### src/sv/tdts_pkg.sv
package tdts_pkg;

  localparam int MAX_TASKS_DEF = 16;

  localparam int CNT_W  = 9;
  localparam int PRIO_W = 8;
  localparam int SEED_W = 16;

  localparam logic [SEED_W-1:0] LFSR_MASK = 16'hB400;

  // configuration register indexes
  localparam logic CFG_POLICY = 1'b0;
  localparam logic CFG_SEED   = 1'b1;

  // item modes
  localparam logic MODE_TICK   = 1'b0;
  localparam logic MODE_CREATE = 1'b1;

  // refill policies
  localparam logic POLICY_RANDOM = 1'b0;

  // status codes
  localparam logic [1:0] ST_OK   = 2'd0;
  localparam logic [1:0] ST_FULL = 2'd1;
  localparam logic [1:0] ST_NONE = 2'd2;

  typedef struct packed {
    logic [3:0]       run_task;
    logic [CNT_W-1:0] run_cnt;
    logic             switched;
    logic [1:0]       status;
  } res_t;

  // s mod 10 plus 1; floor(s/10) by reciprocal, exact below 81920
  function automatic logic [3:0] refill_draw(input logic [SEED_W-1:0] s);
    logic [31:0] prod;
    logic [12:0] q;
    logic [15:0] r;
    prod = 32'(s) * 32'd52429;
    q    = prod[31:19];
    r    = s - 16'(q) * 16'd10;
    return r[3:0] + 4'd1;
  endfunction

endpackage

### src/sv/tdts_ram.sv
module tdts_ram #(
  parameter int WIDTH = 8,
  parameter int DEPTH = 16
) (
  input  logic                     clk,
  input  logic                     we,
  input  logic [$clog2(DEPTH)-1:0] waddr,
  input  logic [WIDTH-1:0]         wdata,
  input  logic [$clog2(DEPTH)-1:0] raddr,
  output logic [WIDTH-1:0]         rdata
);

  logic [WIDTH-1:0] mem [DEPTH];

  always_ff @(posedge clk) begin
    if (we) begin
      mem[waddr] <= wdata;
    end
    rdata <= mem[raddr];
  end

endmodule

### src/sv/tdts_lfsr.sv
module tdts_lfsr (
  input  logic                        clk,
  input  logic                        rst,
  input  logic                        seed_load,
  input  logic [tdts_pkg::SEED_W-1:0] seed,
  input  logic                        step,
  output logic [tdts_pkg::CNT_W-1:0]  draw
);

  import tdts_pkg::*;

  logic [SEED_W-1:0] lfsr;
  logic [SEED_W-1:0] lfsr_next;
  logic [SEED_W-1:0] shifted;

  always_comb begin
    shifted = {1'b0, lfsr[SEED_W-1:1]} ^ (lfsr[0] ? LFSR_MASK : '0);
    lfsr_next = (shifted == '0) ? SEED_W'(1) : shifted;
  end

  assign draw = CNT_W'(refill_draw(lfsr_next));

  always_ff @(posedge clk) begin
    if (rst) begin
      lfsr <= SEED_W'(1);
    end else if (seed_load) begin
      // zero would lock the generator
      lfsr <= (seed == '0) ? SEED_W'(1) : seed;
    end else if (step) begin
      lfsr <= lfsr_next;
    end
  end

endmodule

### src/sv/tdts_ctrl.sv
module tdts_ctrl #(
  parameter int MAX_TASKS = tdts_pkg::MAX_TASKS_DEF
) (
  input  logic                        clk,
  input  logic                        rst,
  input  logic                        in_valid,
  output logic                        in_stall,
  input  logic                        mode,
  input  logic [tdts_pkg::PRIO_W-1:0] new_priority,
  input  logic                        policy,
  input  logic [tdts_pkg::CNT_W-1:0]  draw,
  output logic                        lfsr_step,
  input  logic                        out_free,
  output logic                        res_load,
  output tdts_pkg::res_t              res
);

  import tdts_pkg::*;

  localparam int IW = $clog2(MAX_TASKS);
  localparam logic [IW-1:0] LAST_SLOT = IW'(MAX_TASKS - 1);

  typedef enum logic [3:0] {
    S_IDLE   = 4'b0001,
    S_SCAN   = 4'b0010,
    S_REFILL = 4'b0100,
    S_DONE   = 4'b1000
  } state_t;

  state_t state, state_next;

  logic [IW-1:0]    task_count, task_count_next;
  logic [IW-1:0]    cur, cur_next;
  logic [CNT_W-1:0] cur_cnt, cur_cnt_next;
  logic [IW:0]      issue_idx, issue_idx_next;
  logic             data_vld, data_vld_next;
  logic [IW-1:0]    data_idx, data_idx_next;
  logic             found, found_next;
  logic [IW-1:0]    best_idx, best_idx_next;
  logic [CNT_W-1:0] best_cnt, best_cnt_next;
  res_t             res_next;

  logic              cnt_we;
  logic [IW-1:0]     cnt_waddr;
  logic [CNT_W-1:0]  cnt_wdata;
  logic [CNT_W-1:0]  cnt_rdata;
  logic              prio_we;
  logic [IW-1:0]     new_slot;
  logic [PRIO_W-1:0] prio_rdata;

  logic             accept;
  logic             issue_done;
  logic             pass_end;
  logic [CNT_W-1:0] val;
  logic [CNT_W-1:0] halved_val;

  tdts_ram #(.WIDTH(CNT_W), .DEPTH(MAX_TASKS)) u_cnt_ram (
    .clk   (clk),
    .we    (cnt_we),
    .waddr (cnt_waddr),
    .wdata (cnt_wdata),
    .raddr (issue_idx[IW-1:0]),
    .rdata (cnt_rdata)
  );

  tdts_ram #(.WIDTH(PRIO_W), .DEPTH(MAX_TASKS)) u_prio_ram (
    .clk   (clk),
    .we    (prio_we),
    .waddr (new_slot),
    .wdata (new_priority),
    .raddr (issue_idx[IW-1:0]),
    .rdata (prio_rdata)
  );

  assign in_stall   = (state != S_IDLE);
  assign accept     = in_valid && !in_stall;
  assign new_slot   = task_count + IW'(1);
  assign issue_done = (issue_idx > {1'b0, task_count});
  assign pass_end   = issue_done && !data_vld;

  // both RAMs are read at the issue index, so their data line up with data_idx
  assign halved_val = CNT_W'({1'b0, cnt_rdata[CNT_W-1:1]}) + CNT_W'(prio_rdata);
  assign val = (state == S_REFILL) ? ((policy == POLICY_RANDOM) ? draw : halved_val)
                                   : cnt_rdata;

  always_comb begin
    state_next      = state;
    task_count_next = task_count;
    cur_next        = cur;
    cur_cnt_next    = cur_cnt;
    issue_idx_next  = issue_idx;
    data_vld_next   = 1'b0;
    data_idx_next   = data_idx;
    found_next      = found;
    best_idx_next   = best_idx;
    best_cnt_next   = best_cnt;
    res_next        = res;
    cnt_we          = 1'b0;
    cnt_waddr       = data_idx;
    cnt_wdata       = val;
    prio_we         = 1'b0;
    lfsr_step       = 1'b0;
    res_load        = 1'b0;

    unique case (state)
      S_IDLE: begin
        if (accept) begin
          if (mode == MODE_CREATE) begin
            if (task_count == LAST_SLOT) begin
              res_next = '{4'(cur), cur_cnt, 1'b0, ST_FULL};
            end else begin
              task_count_next = new_slot;
              cnt_we          = 1'b1;
              cnt_waddr       = new_slot;
              cnt_wdata       = '0;
              prio_we         = 1'b1;
              res_next        = '{4'(cur), cur_cnt, 1'b0, ST_OK};
            end
            state_next = S_DONE;
          end else if (cur != '0 && cur_cnt != '0) begin
            cnt_we       = 1'b1;
            cnt_waddr    = cur;
            cnt_wdata    = cur_cnt - CNT_W'(1);
            cur_cnt_next = cur_cnt - CNT_W'(1);
            res_next     = '{4'(cur), cur_cnt - CNT_W'(1), 1'b0, ST_OK};
            state_next   = S_DONE;
          end else begin
            issue_idx_next = (IW+1)'(1);
            found_next     = 1'b0;
            state_next     = S_SCAN;
          end
        end
      end

      S_SCAN, S_REFILL: begin
        if (!issue_done) begin
          issue_idx_next = issue_idx + (IW+1)'(1);
          data_vld_next  = 1'b1;
          data_idx_next  = issue_idx[IW-1:0];
        end
        if (data_vld) begin
          if (state == S_REFILL) begin
            cnt_we    = 1'b1;
            lfsr_step = (policy == POLICY_RANDOM);
          end
          if (!found || val > best_cnt) begin
            found_next    = 1'b1;
            best_idx_next = data_idx;
            best_cnt_next = val;
          end
        end
        if (pass_end) begin
          if (!found || (state == S_REFILL && best_cnt == '0)) begin
            // nothing runnable: fall back to the idle task
            cur_next     = '0;
            cur_cnt_next = '0;
            res_next     = '{4'd0, '0, (cur != '0), ST_NONE};
            state_next   = S_DONE;
          end else if (best_cnt != '0) begin
            cur_next     = best_idx;
            cur_cnt_next = best_cnt;
            res_next     = '{4'(best_idx), best_cnt, (best_idx != cur), ST_OK};
            state_next   = S_DONE;
          end else begin
            issue_idx_next = (IW+1)'(1);
            found_next     = 1'b0;
            state_next     = S_REFILL;
          end
        end
      end

      S_DONE: begin
        if (out_free) begin
          res_load   = 1'b1;
          state_next = S_IDLE;
        end
      end

      default: begin
        state_next = S_IDLE;
      end
    endcase
  end

  always_ff @(posedge clk) begin
    if (rst) begin
      state      <= S_IDLE;
      task_count <= '0;
      cur        <= '0;
      cur_cnt    <= '0;
      data_vld   <= 1'b0;
      found      <= 1'b0;
    end else begin
      state      <= state_next;
      task_count <= task_count_next;
      cur        <= cur_next;
      cur_cnt    <= cur_cnt_next;
      data_vld   <= data_vld_next;
      found      <= found_next;
    end
    issue_idx <= issue_idx_next;
    data_idx  <= data_idx_next;
    best_idx  <= best_idx_next;
    best_cnt  <= best_cnt_next;
    res       <= res_next;
  end

endmodule

### src/sv/tick_driven_task_scheduler_top.sv
// Create, and a tick that only decrements the running counter, go from acceptance
// straight to the done state, where the result waits for the output register. A scheduling
// tick scans the counter RAM one task per cycle; if every counter is zero, a refill pass follows.
// One item is in work at a time; the next one is taken once the result has
// moved to the output register. Synchronous reset empties the task table,
// selects the idle task and loads the generator with 1; the RAMs are not cleared.
module tick_driven_task_scheduler_top #(
  parameter int MAX_TASKS = tdts_pkg::MAX_TASKS_DEF
) (
  input  logic                          clk,
  input  logic                          rst,
  input  logic                          in_valid,
  output logic                          in_stall,
  input  logic                          mode,
  input  logic [tdts_pkg::PRIO_W-1:0]   new_priority,
  output logic                          out_valid,
  input  logic                          out_stall,
  output logic [3:0]                    running_task,
  output logic [tdts_pkg::CNT_W-1:0]    running_counter,
  output logic                          switched,
  output logic [1:0]                    status,
  input  logic                          cfg_valid,
  output logic                          cfg_ready,
  input  logic                          cfg_index,
  input  logic [tdts_pkg::SEED_W-1:0]   cfg_data
);

  import tdts_pkg::*;

  logic             policy;
  logic             cfg_we;
  logic [CNT_W-1:0] draw;
  logic             lfsr_step;
  logic             out_free;
  logic             res_load;
  res_t             res;

  assign cfg_ready = 1'b1;
  assign cfg_we    = cfg_valid && cfg_ready;
  assign out_free  = !out_valid || !out_stall;

  always_ff @(posedge clk) begin
    if (rst) begin
      policy <= POLICY_RANDOM;
    end else if (cfg_we && cfg_index == CFG_POLICY) begin
      policy <= cfg_data[0];
    end
  end

  tdts_lfsr u_lfsr (
    .clk       (clk),
    .rst       (rst),
    .seed_load (cfg_we && cfg_index == CFG_SEED),
    .seed      (cfg_data),
    .step      (lfsr_step),
    .draw      (draw)
  );

  tdts_ctrl #(.MAX_TASKS(MAX_TASKS)) u_ctrl (
    .clk          (clk),
    .rst          (rst),
    .in_valid     (in_valid),
    .in_stall     (in_stall),
    .mode         (mode),
    .new_priority (new_priority),
    .policy       (policy),
    .draw         (draw),
    .lfsr_step    (lfsr_step),
    .out_free     (out_free),
    .res_load     (res_load),
    .res          (res)
  );

  always_ff @(posedge clk) begin
    if (rst) begin
      out_valid <= 1'b0;
    end else if (res_load) begin
      out_valid <= 1'b1;
    end else if (!out_stall) begin
      out_valid <= 1'b0;
    end
    if (res_load) begin
      running_task    <= res.run_task;
      running_counter <= res.run_cnt;
      switched        <= res.switched;
      status          <= res.status;
    end
  end

endmodule

### config.mk
export PLATFORM = sky130hd
export DESIGN_NAME = tick_driven_task_scheduler_top
export DESIGN_NICKNAME = d
export VERILOG_FILES = /design/src/sv/tdts_pkg.sv /design/src/sv/tdts_ram.sv /design/src/sv/tdts_lfsr.sv /design/src/sv/tdts_ctrl.sv /design/src/sv/tick_driven_task_scheduler_top.sv
export SDC_FILE = /design/constraint.sdc
export NUM_CORES = 1
export LEC_CHECK = 0
export BUFFER_PORTS_ARGS = -buffer_cell sky130_fd_sc_hd__buf_4
export CAP_MARGIN = 20
export CORE_MARGIN = 3
export CORE_UTILIZATION = 50
export CTS_CLUSTER_DIAMETER = 50
export CTS_CLUSTER_SIZE = 20
export DETAILED_ROUTE_END_ITERATION = 7
export GPL_ROUTABILITY_DRIVEN = 0
export PLACE_DENSITY = 0.76
export SLEW_MARGIN = 5
export SYNTH_ARGS = -nofsm -noshare
export SYNTH_HDL_FRONTEND = slang
export SYNTH_SLANG_ARGS = --single-unit
### constraint.sdc
create_clock -name clk -period 16.85 [get_ports clk]
set_input_delay 0.8425 -clock clk [delete_from_list [all_inputs] [get_ports clk]]
set_output_delay 0.8425 -clock clk [all_outputs]
set_load 0.02 [all_outputs]
==> results of run 1 <==
[layout make-up]
cell class | count | area share, %
Sequential cell | 384 | 51.1
Multi-Input combinational cell | 757 | 35.6
Tap cell | 511 | 2.98
Clock buffer | 36 | 3.70
Inverter | 158 | 2.77
Clock inverter | 20 | 1.04
Timing Repair Buffer | 75 | 2.87
[stage by stage]
step	total power [uW]	instance area, um2	setup WS (ps)	util [%]	instances
after floorplan	1770	19400	6480	-	1351
after global placement	1960	20300	6480	53.4	1872
after detailed placement	2000	20300	6150	53.4	1872
after CTS	2720	21300	6080	56.1	1928
after global routing	2880	21400	5380	56.5	1941
final	2720	21400	5920	56.5	1941
[registers in the layout, summed over array words and instances (netlist names), 5 cells and up]
name                     cells
u_ctrl.res                  16
u_ctrl.u_prio_ram.mem      128
u_ctrl.cur_cnt               9
u_ctrl.u_cnt_ram.rdata       9
u_lfsr.lfsr                 16
u_ctrl.issue_idx             5
u_ctrl.u_prio_ram.rdata      8
running_counter              9
u_ctrl.u_cnt_ram.mem       144
u_ctrl.best_cnt              9
[worst register-to-register path: cells and delay by family, from the launching register on]
family	cells	cell delay (ps)
buffers and inverters	7	580
DFF	1	330
adders and majority gates	12	4710
and+or+nand+nor	8	1960
AOI/OAI and AO/OA	9	1930
xor gates and xnor gates	6	1150
[cells by family (layout without fill, tap and decap cells)]
group                    count (synthesis)  in the layout  synth area share (%)
adder cells (fa/ha/maj)                185            185                  14.5
other                                    1              1                0.0193
flip-flops                             384            384                  56.4
buffers and inverters                  210            289                  4.26
AND/OR/NAND/NOR                        268            268                  6.55
multiplexers                            89             89                  10.1
XOR/XNOR                                52             52                  2.42
AO/OA/AOI/OAI                          162            162                  5.75
[cells in the final DEF (no fill, tap or decap), types with 5 or more instances in the layout]
cell type | netlist | routed
edfxtp_1 | 326 | 326
inv_1 | 157 | 157
ha_1 | 119 | 119
nor2_1 | 97 | 97
mux4_2 | 85 | 85
nand2_1 | 72 | 72
buf_4 | 2 | 69
fa_1 | 66 | 66
dfxtp_1 | 58 | 58
a21oi_1 | 48 | 48
xnor2_1 | 39 | 39
clkbuf_16 | 0 | 30
o21ai_0 | 25 | 25
nor3_1 | 17 | 17
nand3_1 | 17 | 17
nand2b_1 | 13 | 13
o21a_1 | 12 | 12
xor2_1 | 11 | 11
a211oi_1 | 10 | 10
nand4_1 | 9 | 9
a221oi_1 | 7 | 7
nor4_1 | 6 | 6
o211ai_1 | 6 | 6
o21bai_1 | 6 | 6
nor2b_1 | 6 | 6
and2_1 | 6 | 6
inv_6 | 0 | 6
a21o_1 | 5 | 5
a31oi_1 | 5 | 5
[metal layers]
layer | vias up | part of all wire [%] | routed length, um
met5 | - | 0.031 | 13
met4 | 2 | 3.1 | 1270
met3 | 82 | 6.8 | 2840
met2 | 432 | 47 | 19500
met1 | 5671 | 43 | 17900
li1 | 5060 | - | -
[power groups by stage]
stage	combinational (uW)	clock (uW)	sequential, uW
global route	1010	774	1100
CTS	890	739	1100
floorplan	656	0	1110
finish	895	727	1090
global placement	849	0	1110
detailed placement	882	0	1120
[how the worst min path moves through the flow]
stage / startpoint / end / slack, ps / cells past startpoint
2_1_floorplan: u_ctrl.res[3] / running_counter[0] / 400 / 0
3_3_place_gp: u_ctrl.res[15] / running_task[3] / 400 / 0
3_5_place_dp: u_ctrl.res[10] / running_counter[7] / 400 / 0
4_1_cts: u_ctrl.res[10] / running_counter[7] / 420 / 0
5_1_grt: u_ctrl.res[9] / running_counter[6] / 430 / 0
6_report: u_ctrl.res[1] / status[1] / 420 / 0
==> impl_metrics.env, run 1 <==
export IMPL_antenna_found_initial=1
export IMPL_yosysMostFrequentCell="edfxtp_1"
export IMPL_first_global_vias=11300
export IMPL_gr_max_usage_layer="met2"
export IMPL_grt_util_met2_pct=31.9
export IMPL_hold_viol=0
export IMPL_seq_area_mm2=0.0110
export IMPL_grtUsageMet3_pct=3.46
export IMPL_holdWs_ps=421
export IMPL_clk_pin_slew_ps=70
export IMPL_yosysTopAreaCell="edfxtp_1"
export IMPL_io_pins=50
export IMPL_grtUsageMet1_pct=29.3
export IMPL_post_cts_buffers=0
export IMPL_power_switching_uw=879
export IMPL_overflow=0
export IMPL_min_period_ps=10930
export IMPL_fill_cells=2908
export IMPL_drtAntennaViolNets=0
export IMPL_slowest_delay_ps=550
export IMPL_yosysWarnings=0
export IMPL_wl_per_cell_um=21.4
export IMPL_critPathCaptureType="flip-flop"
export IMPL_layout_nets=1622
export IMPL_num_rows=71
export IMPL_seqPwrFrac_pct=40.3
export IMPL_ctsResizeCount=0
export IMPL_multi_input_area_mm2=0.00762
export IMPL_slowest_stage="fa_1"
export IMPL_die_area_mm2=0.0412
export IMPL_cts_tree="yes"
export IMPL_cap_violations=0
export IMPL_synth_top_flop_cell="edfxtp_1"
export IMPL_yosysSeqAreaShare_pct=56.4
export IMPL_drv_slew=0
export IMPL_htreeDepth=1
export IMPL_diodes=0
export IMPL_p_comb_share_pct=33.0
export IMPL_root_buffer="clkbuf_16"
export IMPL_grt_usage_pct=20.3
export IMPL_power_internal_uw=1840
export IMPL_r2r_end="u_ctrl.best_idx[2]"
export IMPL_synth_nets=1567
export IMPL_core_mm2=0.0379
export IMPL_clk_latency_ps=590
export IMPL_outcome="complete, no violations"
export IMPL_syn_area_mm2=0.0194
export IMPL_initial_utilization_pct=51.1
export IMPL_portBuffers=48
export IMPL_relSlewSlack_pct=18.9
export IMPL_tightest_slew_ps=1210
export IMPL_cts_sinks=384
export IMPL_ys_top_cells_by_count="326 x edfxtp_1, 157 x inv_1, 119 x ha_1, 97 x nor2_1, 85 x mux4_2"
export IMPL_route_vias_total=11200
export IMPL_critPathRequiredTime_ps=17180
export IMPL_final_setup_skew_ps=22.2
export IMPL_drc=0
export IMPL_synthTopCellsByArea="edfxtp_1 50%, mux4_2 9.9%, ha_1 7.7%"
export IMPL_wl_mm=41.5
export IMPL_cts_buffers=30
export IMPL_synth_edf_count=326
export IMPL_drive_above_1_share_pct=16.3
export IMPL_grt_max_degree=74
export IMPL_path_buf_inv=7
export IMPL_startpoint="u_lfsr.lfsr[7]"
export IMPL_rsz0062_at_grt="no"
export IMPL_startpoint_type="flip-flop"
export IMPL_cts_hold_buf=0
export IMPL_ys_seq_elements=384
export IMPL_setup_viol=0
export IMPL_hold_path_class="reg2reg"
export IMPL_die_x_um=203
export IMPL_sw_frac_of_total_pct=32.3
export IMPL_syn_area_per_cell_um2=14.4
export IMPL_power_density_mw_per_mm2=127
export IMPL_worstRegToRegCells=42
export IMPL_dr_pass1_iters=6
export IMPL_drt_initial_drc_count=1175
export IMPL_grt_pass1_wl_mm=65.0
export IMPL_cts_buffer_depth=3
export IMPL_pwr_share_clk_pct=26.8
export IMPL_crit_fanout=15
export IMPL_timing_fmax_mhz=91.5
export IMPL_tns_ps=0
export IMPL_synthCells=1351
export IMPL_ir_drop_mv=0.0982
export IMPL_cp_endpoint="u_ctrl.best_idx[2]"
export IMPL_final_period_utilization_pct=64.9
export IMPL_vias_per_cell=5.79
export IMPL_cp_arrival_ps=11260
export IMPL_syn2layout_area_growth_pct=10.5
export IMPL_ys_types=69
export IMPL_synth_top_area_share_pct=50.5
export IMPL_fp_dieH_um=203
export IMPL_cp_num_cells=42
export IMPL_async_reset_ff_share_pct=0
export IMPL_rrSetupSlack_ps=5920
export IMPL_rr_startpoint="u_lfsr.lfsr[7]"
export IMPL_detailed_place_hpwl_mm=29.0
export IMPL_p_leak_uw=0.00803
export IMPL_crit_family="adder cells"
export IMPL_path_class="reg2reg"
Note: power is estimated with default switching activity, not from simulation.
==> run 2, diff against run 1 <==
--- a/config.mk
+++ b/config.mk
@@ -5,6 +5,7 @@
 export SDC_FILE = /design/constraint.sdc
 export NUM_CORES = 1
 export LEC_CHECK = 0
+export ABC_AREA = 1
 export BUFFER_PORTS_ARGS = -buffer_cell sky130_fd_sc_hd__buf_4
 export CAP_MARGIN = 20
 export CORE_MARGIN = 3
==> constraint.sdc (replaced) <==
create_clock -name clk -period 10.4 [get_ports clk]
set_input_delay 0.52 -clock clk [delete_from_list [all_inputs] [get_ports clk]]
set_output_delay 0.52 -clock clk [all_outputs]
set_load 0.02 [all_outputs]
==> run 2 against run 1 <==
Effect of this change: flip-flop and latch count stayed put; worst hold slack got worse by 160 ps; largest cell class unchanged; critical path depth is 2 lower; global-route usage rose by 0.67 points; combinational power grew to 2.6 times the previous value.
==> impl_metrics.env, run 2 <==
export IMPL_final_area_mm2=0.0217
export IMPL_fin_util_pct=55.8
export IMPL_wl_per_cell_um=18.5
export IMPL_p_comb_share_pct=42.3
export IMPL_drv_slew=0
export IMPL_synthTopCellsByArea="edfxtp_1 49%, ha_1 7.5%, fa_1 6.7%"
export IMPL_tightest_slew_ps=1090
export IMPL_num_rows=72
export IMPL_post_cts_buffers=0
export IMPL_rsz0062_at_grt="no"
export IMPL_layout_nets=2067
export IMPL_syn_area_mm2=0.0198
export IMPL_outcome="complete, no violations"
export IMPL_hold_viol=0
export IMPL_relSlewSlack_pct=27.0
export IMPL_slowest_delay_ps=550
export IMPL_fp_dieH_um=205
export IMPL_reg_top3="u_ctrl.u_cnt_ram.mem x144, u_ctrl.u_prio_ram.mem x128"
export IMPL_grt_pass1_wl_mm=70.4
export IMPL_tns_ps=0
export IMPL_timing_fmax_mhz=110
export IMPL_hold_depth=3
export IMPL_drive_above_1_share_pct=8.86
export IMPL_synth_top_area_share_pct=49.4
export IMPL_place_area_mm2=0.0207
export IMPL_yosysWarnings=0
export IMPL_whs_endpoint="out_valid"
export IMPL_final_period_utilization_pct=87.5
export IMPL_drc=0
export IMPL_clk_pin_slew_ps=70
export IMPL_power_density_mw_per_mm2=255
export IMPL_cp_arrival_ps=9380
export IMPL_p_leak_uw=0.00876
export IMPL_sw_frac_of_total_pct=39.5
export IMPL_crit_fanout=8
export IMPL_slowest_stage="fa_1"
export IMPL_cts_buffers=30
export IMPL_syn2layout_area_growth_pct=9.49
export IMPL_portBuffers=48
export IMPL_power_switching_uw=2190
export IMPL_worstRegToRegCells=40
export IMPL_wl_mm=44.3
export IMPL_power_internal_uw=3350
export IMPL_core_mm2=0.0389
export IMPL_top_register="u_ctrl.u_cnt_ram.mem"
export IMPL_antenna_found_initial=0
export IMPL_yosys_area_share_simple_pct=13.0
export IMPL_grt_usage_pct=20.9
export IMPL_ir_drop_mv=0.160
export IMPL_final_cell_mix="326 x edfxtp_1, 256 x nor2_1, 228 x nand2_1, 220 x inv_1"
export IMPL_synthMuxAreaShare_pct=1.56
export IMPL_htreeDepth=1
export IMPL_synthCells=1818
export IMPL_syn_area_per_cell_um2=10.9
export IMPL_first_global_vias=13100
export IMPL_synthAdderAreaFrac_pct=14.2
export IMPL_critPathCaptureType="flip-flop"
export IMPL_rrSetupSlack_ps=1300
export IMPL_holdWs_ps=259
export IMPL_hp_start="out_stall"
export IMPL_die_area_mm2=0.0421
export IMPL_ys_top_cells_by_count="326 x edfxtp_1, 256 x nor2_1, 228 x nand2_1, 220 x inv_1"
export IMPL_route_vias_total=13600
export IMPL_hold_path_class="in2reg"
export IMPL_diodes=0
export IMPL_synth_top_flop_cell="edfxtp_1"
export IMPL_initial_utilization_pct=51.0
export IMPL_async_reset_ff_share_pct=0
export IMPL_cts_tree="yes"
export IMPL_critPathRequiredTime_ps=10670
export IMPL_synth_nets=2034
export IMPL_dr_pass1_iters=7
export IMPL_pwr_share_clk_pct=20.8
export IMPL_synth_xor_area_share_pct=0.839
export IMPL_fill_cells=3149
export IMPL_synth_top_family_by_area="adder cells"
export IMPL_vias_per_cell=5.68
export IMPL_drtAntennaViolNets=0
export IMPL_mostFrequentLayoutCell="edfxtp_1"
export IMPL_setup_viol=0
export IMPL_final_setup_skew_ps=17.7
export IMPL_cts_sinks=384
export IMPL_yosysTopAreaCell="edfxtp_1"
export IMPL_yosysMostFrequentCell="edfxtp_1"
export IMPL_cts_buffer_depth=3
export IMPL_drt_initial_drc_count=1478
export IMPL_startpoint_type="flip-flop"
export IMPL_grt_max_degree=98
export IMPL_io_pins=50
export IMPL_rr_startpoint="u_lfsr.lfsr[0]"
export IMPL_detailed_place_hpwl_mm=31.7
export IMPL_largest_reg_flops=144
export IMPL_cts_hold_buf=0
export IMPL_overflow=0
export IMPL_post_place_ws_ps=1380
export IMPL_r2r_end="u_ctrl.best_idx[0]"
export IMPL_yosysSeqAreaShare_pct=55.2
export IMPL_clk_latency_ps=570
export IMPL_ys_types=61
export IMPL_synth_compound_area_share_pct=9.39
export IMPL_ctsResizeCount=0
export IMPL_cap_violations=0
export IMPL_die_x_um=205
export IMPL_root_buffer="clkbuf_16"
export IMPL_synth_edf_count=326
export IMPL_fin_ws_ps=1300
export IMPL_seqPwrFrac_pct=36.9
export IMPL_path_class="reg2reg"
export IMPL_min_period_ps=9100
export IMPL_ys_seq_elements=384
==> run 2: cell count changes after synthesis, sizes merged, moves of 53 or more <==
| cell | previous run | this run |
|---|---|---|
| o21ai | 26 | 124 |
| mux4 | 85 | 0 |
| nand3 | 17 | 70 |
| inv | 157 | 234 |
| nor2 | 99 | 265 |
| nand2 | 72 | 240 |
==> run 2: worst max-delay path by stage <==
| stage | from | slack, ps | end |
|---|---|---|---|
| floorplan | u_lfsr.lfsr[0] | 2020 | u_ctrl.best_cnt[0] |
| global placement | u_lfsr.lfsr[0] | 1570 | u_ctrl.best_idx[2] |
| detailed placement | u_lfsr.lfsr[0] | 1380 | u_ctrl.best_idx[0] |
| CTS | u_lfsr.lfsr[0] | 1340 | u_ctrl.best_cnt[6] |
| global route | u_lfsr.lfsr[0] | 600 | u_ctrl.best_cnt[6] |
| finish | u_lfsr.lfsr[0] | 1300 | u_ctrl.best_idx[0] |
==> run 2: cell families (layout without fill, tap and decap cells) <==
family | count (synthesis) | after routing
flops | 384 | 384
compound gates | 290 | 290
xor+xnor | 19 | 19
simple gates | 608 | 608
other cells | 1 | 1
mux | 31 | 31
fa+ha+maj | 185 | 185
buf+inv | 300 | 356
==> run 2: per-layer routing <==
layer,track usage (%),vias to the layer above,part of all wire [%]
li1,-,6352,-
met1,30.3,6562,43
met2,33.5,602,46
met3,3.91,66,8.9
met4,4.03,0,1.8
met5,0,-,0
==> run 2: per-stage QoR <==
| stage | cells | power (uW) |
|---|---|---|
| 6_report | 2392 | 5550 |
| 5_1_grt | 2392 | 5940 |
| 4_1_cts | 2389 | 5540 |
| 3_5_place_dp | 2334 | 4380 |
| 3_3_place_gp | 2334 | 4290 |
| 2_1_floorplan | 1818 | 3730 |
==> run 2: area by class of cell <==
class                           count  area [um2]  share of cell area, %
Multi-Input combinational cell   1134        7730                   35.6
Sequential cell                   384       11000                   50.4
Clock buffer                       33         762                   3.51
Tap cell                          518         648                   2.99
Inverter                          236         887                   4.09
Timing Repair Buffer               65         492                   2.26
Clock inverter                     22         239                   1.10
==> run 2: power by group through the flow <==
stage | Clock, uW | Sequential [uW] | Combinational (uW)
after floorplan | 0 | 2060 | 1670
after global placement | 0 | 2070 | 2220
after detailed placement | 0 | 2080 | 2300
after CTS | 1170 | 2050 | 2320
after global routing | 1230 | 2060 | 2650
final | 1150 | 2050 | 2350
==> run 2: worst max-delay path: cells and delay by family (launching register included) <==
kind / cells / cell delay (ps)
XOR/XNOR: 1 / 220
AND/OR/NAND/NOR: 13 / 1420
AO/OA/AOI/OAI: 8 / 1430
buffers and inverters: 7 / 820
adder cells (fa/ha/maj): 11 / 4430
flip-flops: 1 / 490
==> run 3, diff against run 2 <==
--- a/config.mk
+++ b/config.mk
@@ -10,6 +10,7 @@
 export CAP_MARGIN = 20
 export CORE_MARGIN = 3
 export CORE_UTILIZATION = 50
+export CTS_BUF_LIST = sky130_fd_sc_hd__clkbuf_8
 export CTS_CLUSTER_DIAMETER = 50
 export CTS_CLUSTER_SIZE = 20
 export DETAILED_ROUTE_END_ITERATION = 7
==> run 3 against run 2 <==
Effect of this change: total power fell by 5.1%; clock skew is 4.2 ps higher; die area unchanged; routed wire length decreased by 0.68%; final cell count stayed put; largest cell class unchanged.
==> impl_metrics.env, run 3 (same netlist as run 2, synthesis figures left out) <==
export IMPL_critPathCaptureType="flip-flop"
export IMPL_startpoint_type="flip-flop"
export IMPL_final_setup_skew_ps=21.9
export IMPL_diodes=0
export IMPL_portBuffers=48
export IMPL_hp_start="out_stall"
export IMPL_relSlewSlack_pct=26.7
export IMPL_r2r_end="u_ctrl.best_cnt[7]"
export IMPL_final_cell_mix="326 x edfxtp_1, 256 x nor2_1, 228 x nand2_1, 223 x inv_1"
export IMPL_cts_buffers=30
export IMPL_io_pins=50
export IMPL_num_rows=72
export IMPL_grt_usage_pct=20.8
export IMPL_wl_mm=44.0
export IMPL_cp_arrival_ps=9410
export IMPL_cts_tree="yes"
export IMPL_root_buffer="clkbuf_8"
export IMPL_overflow=0
export IMPL_initial_utilization_pct=51.0
export IMPL_drv_slew=0
export IMPL_die_area_mm2=0.0421
export IMPL_path_class="reg2reg"
export IMPL_slowest_stage="fa_1"
export IMPL_antenna_found_initial=0
export IMPL_route_vias_total=13500
export IMPL_timing_fmax_mhz=110
export IMPL_hold_viol=0
export IMPL_cp_num_cells=40
export IMPL_fin_util_pct=54.9
export IMPL_tightest_slew_ps=1100
export IMPL_post_cts_buffers=0
export IMPL_drive_above_1_share_pct=8.86
export IMPL_cts_buffer_depth=3
export IMPL_cts_sinks=384
export IMPL_setup_viol=0
export IMPL_detailed_place_hpwl_mm=31.7
export IMPL_drc=0
export IMPL_min_period_ps=9070
export IMPL_grt_pass1_wl_mm=69.7
export IMPL_syn2layout_area_growth_pct=7.75
export IMPL_ctsResizeCount=0
export IMPL_post_place_ws_ps=1380
export IMPL_crit_fanout=8
export IMPL_tns_ps=0
export IMPL_rrSetupSlack_ps=1330
export IMPL_ir_drop_mv=0.137
export IMPL_reg_top3="u_ctrl.u_cnt_ram.mem x144, u_ctrl.u_prio_ram.mem x128"
export IMPL_hold_depth=3
export IMPL_wl_per_cell_um=18.4
export IMPL_core_mm2=0.0389
export IMPL_final_period_utilization_pct=87.2
export IMPL_vias_per_cell=5.64
export IMPL_largest_reg_flops=144
export IMPL_drtAntennaViolNets=0
export IMPL_power_density_mw_per_mm2=246
export IMPL_critPathRequiredTime_ps=10730
export IMPL_p_leak_uw=0.00861
export IMPL_hold_path_class="in2reg"
export IMPL_grt_max_degree=98
export IMPL_first_global_vias=13000
export IMPL_dpl_cell_count=2334
export IMPL_slowest_delay_ps=550
export IMPL_rsz0062_at_grt="no"
export IMPL_mostFrequentLayoutCell="edfxtp_1"
export IMPL_top_register="u_ctrl.u_cnt_ram.mem"
export IMPL_final_cells=2392
export IMPL_cts_hold_buf=0
export IMPL_fin_ws_ps=1330
export IMPL_htreeDepth=1
export IMPL_crit_family="adder cells"
export IMPL_fp_dieH_um=205
export IMPL_dr_pass1_iters=5
export IMPL_worstRegToRegCells=40
export IMPL_die_x_um=205
export IMPL_rr_startpoint="u_lfsr.lfsr[0]"
export IMPL_path_buf_inv=7
export IMPL_outcome="complete, no violations"
export IMPL_p_total_uw=5260
export IMPL_clk_pin_slew_ps=110
export IMPL_whs_endpoint="out_valid"
export IMPL_clk_latency_ps=620
export IMPL_drt_initial_drc_count=1524
export IMPL_cap_violations=0
export IMPL_layout_nets=2067
-- run 3: changes by cell type in the layout (fill, tap and decap cells not counted), sizes merged --
cell	before	now
clkbuf	33	30
inv	242	246
clkinv	9	8
-- run 3: how the worst max path moves through the flow --
stage	start	to	slack [ps]
floorplan	u_lfsr.lfsr[0]	u_ctrl.best_cnt[0]	2020
global placement	u_lfsr.lfsr[0]	u_ctrl.best_idx[2]	1570
detailed placement	u_lfsr.lfsr[0]	u_ctrl.best_idx[0]	1380
CTS	u_lfsr.lfsr[0]	u_ctrl.best_cnt[6]	1360
global route	u_lfsr.lfsr[0]	u_ctrl.best_cnt[6]	610
finish	u_lfsr.lfsr[0]	u_ctrl.best_cnt[7]	1330
-- run 3: worst min-delay path, cell delays in order --
cell     delay [ps]
buf_4           110
nand2_1          70
a21oi_1          70
-- run 3: layout make-up --
cell class,count,area (um2)
Clock inverter,25,243
Tap cell,518,648
Multi-Input combinational cell,1134,7730
Clock buffer,30,413
Fill cell,3213,17600
Sequential cell,384,11000
Inverter,236,887
Timing Repair Buffer,65,492
-- run 3: where the power goes --
group / leakage, uW / switching, uW / internal (uW) / total, uW
registers: 0.00343 / 78.1 / 1970 / 2050
clock network: 0.000325 / 539 / 328 / 867
logic: 0.00485 / 1550 / 804 / 2350
-- run 3: per-layer routing --
layer / vias up / track usage (%) / wire length [um]
met5: - / 0 / 0
met4: 0 / 4.25 / 787
met3: 60 / 3.91 / 3850
met2: 588 / 33.1 / 20100
met1: 6501 / 30.1 / 19200
li1: 6335 / - / -
-- run 3: metrics by stage --
step,instance area (um2),hold WS (ps)
5_1_grt,21400,182
3_3_place_gp,20700,401
3_5_place_dp,20700,406
6_report,21400,199
2_1_floorplan,19800,400
4_1_cts,21300,177
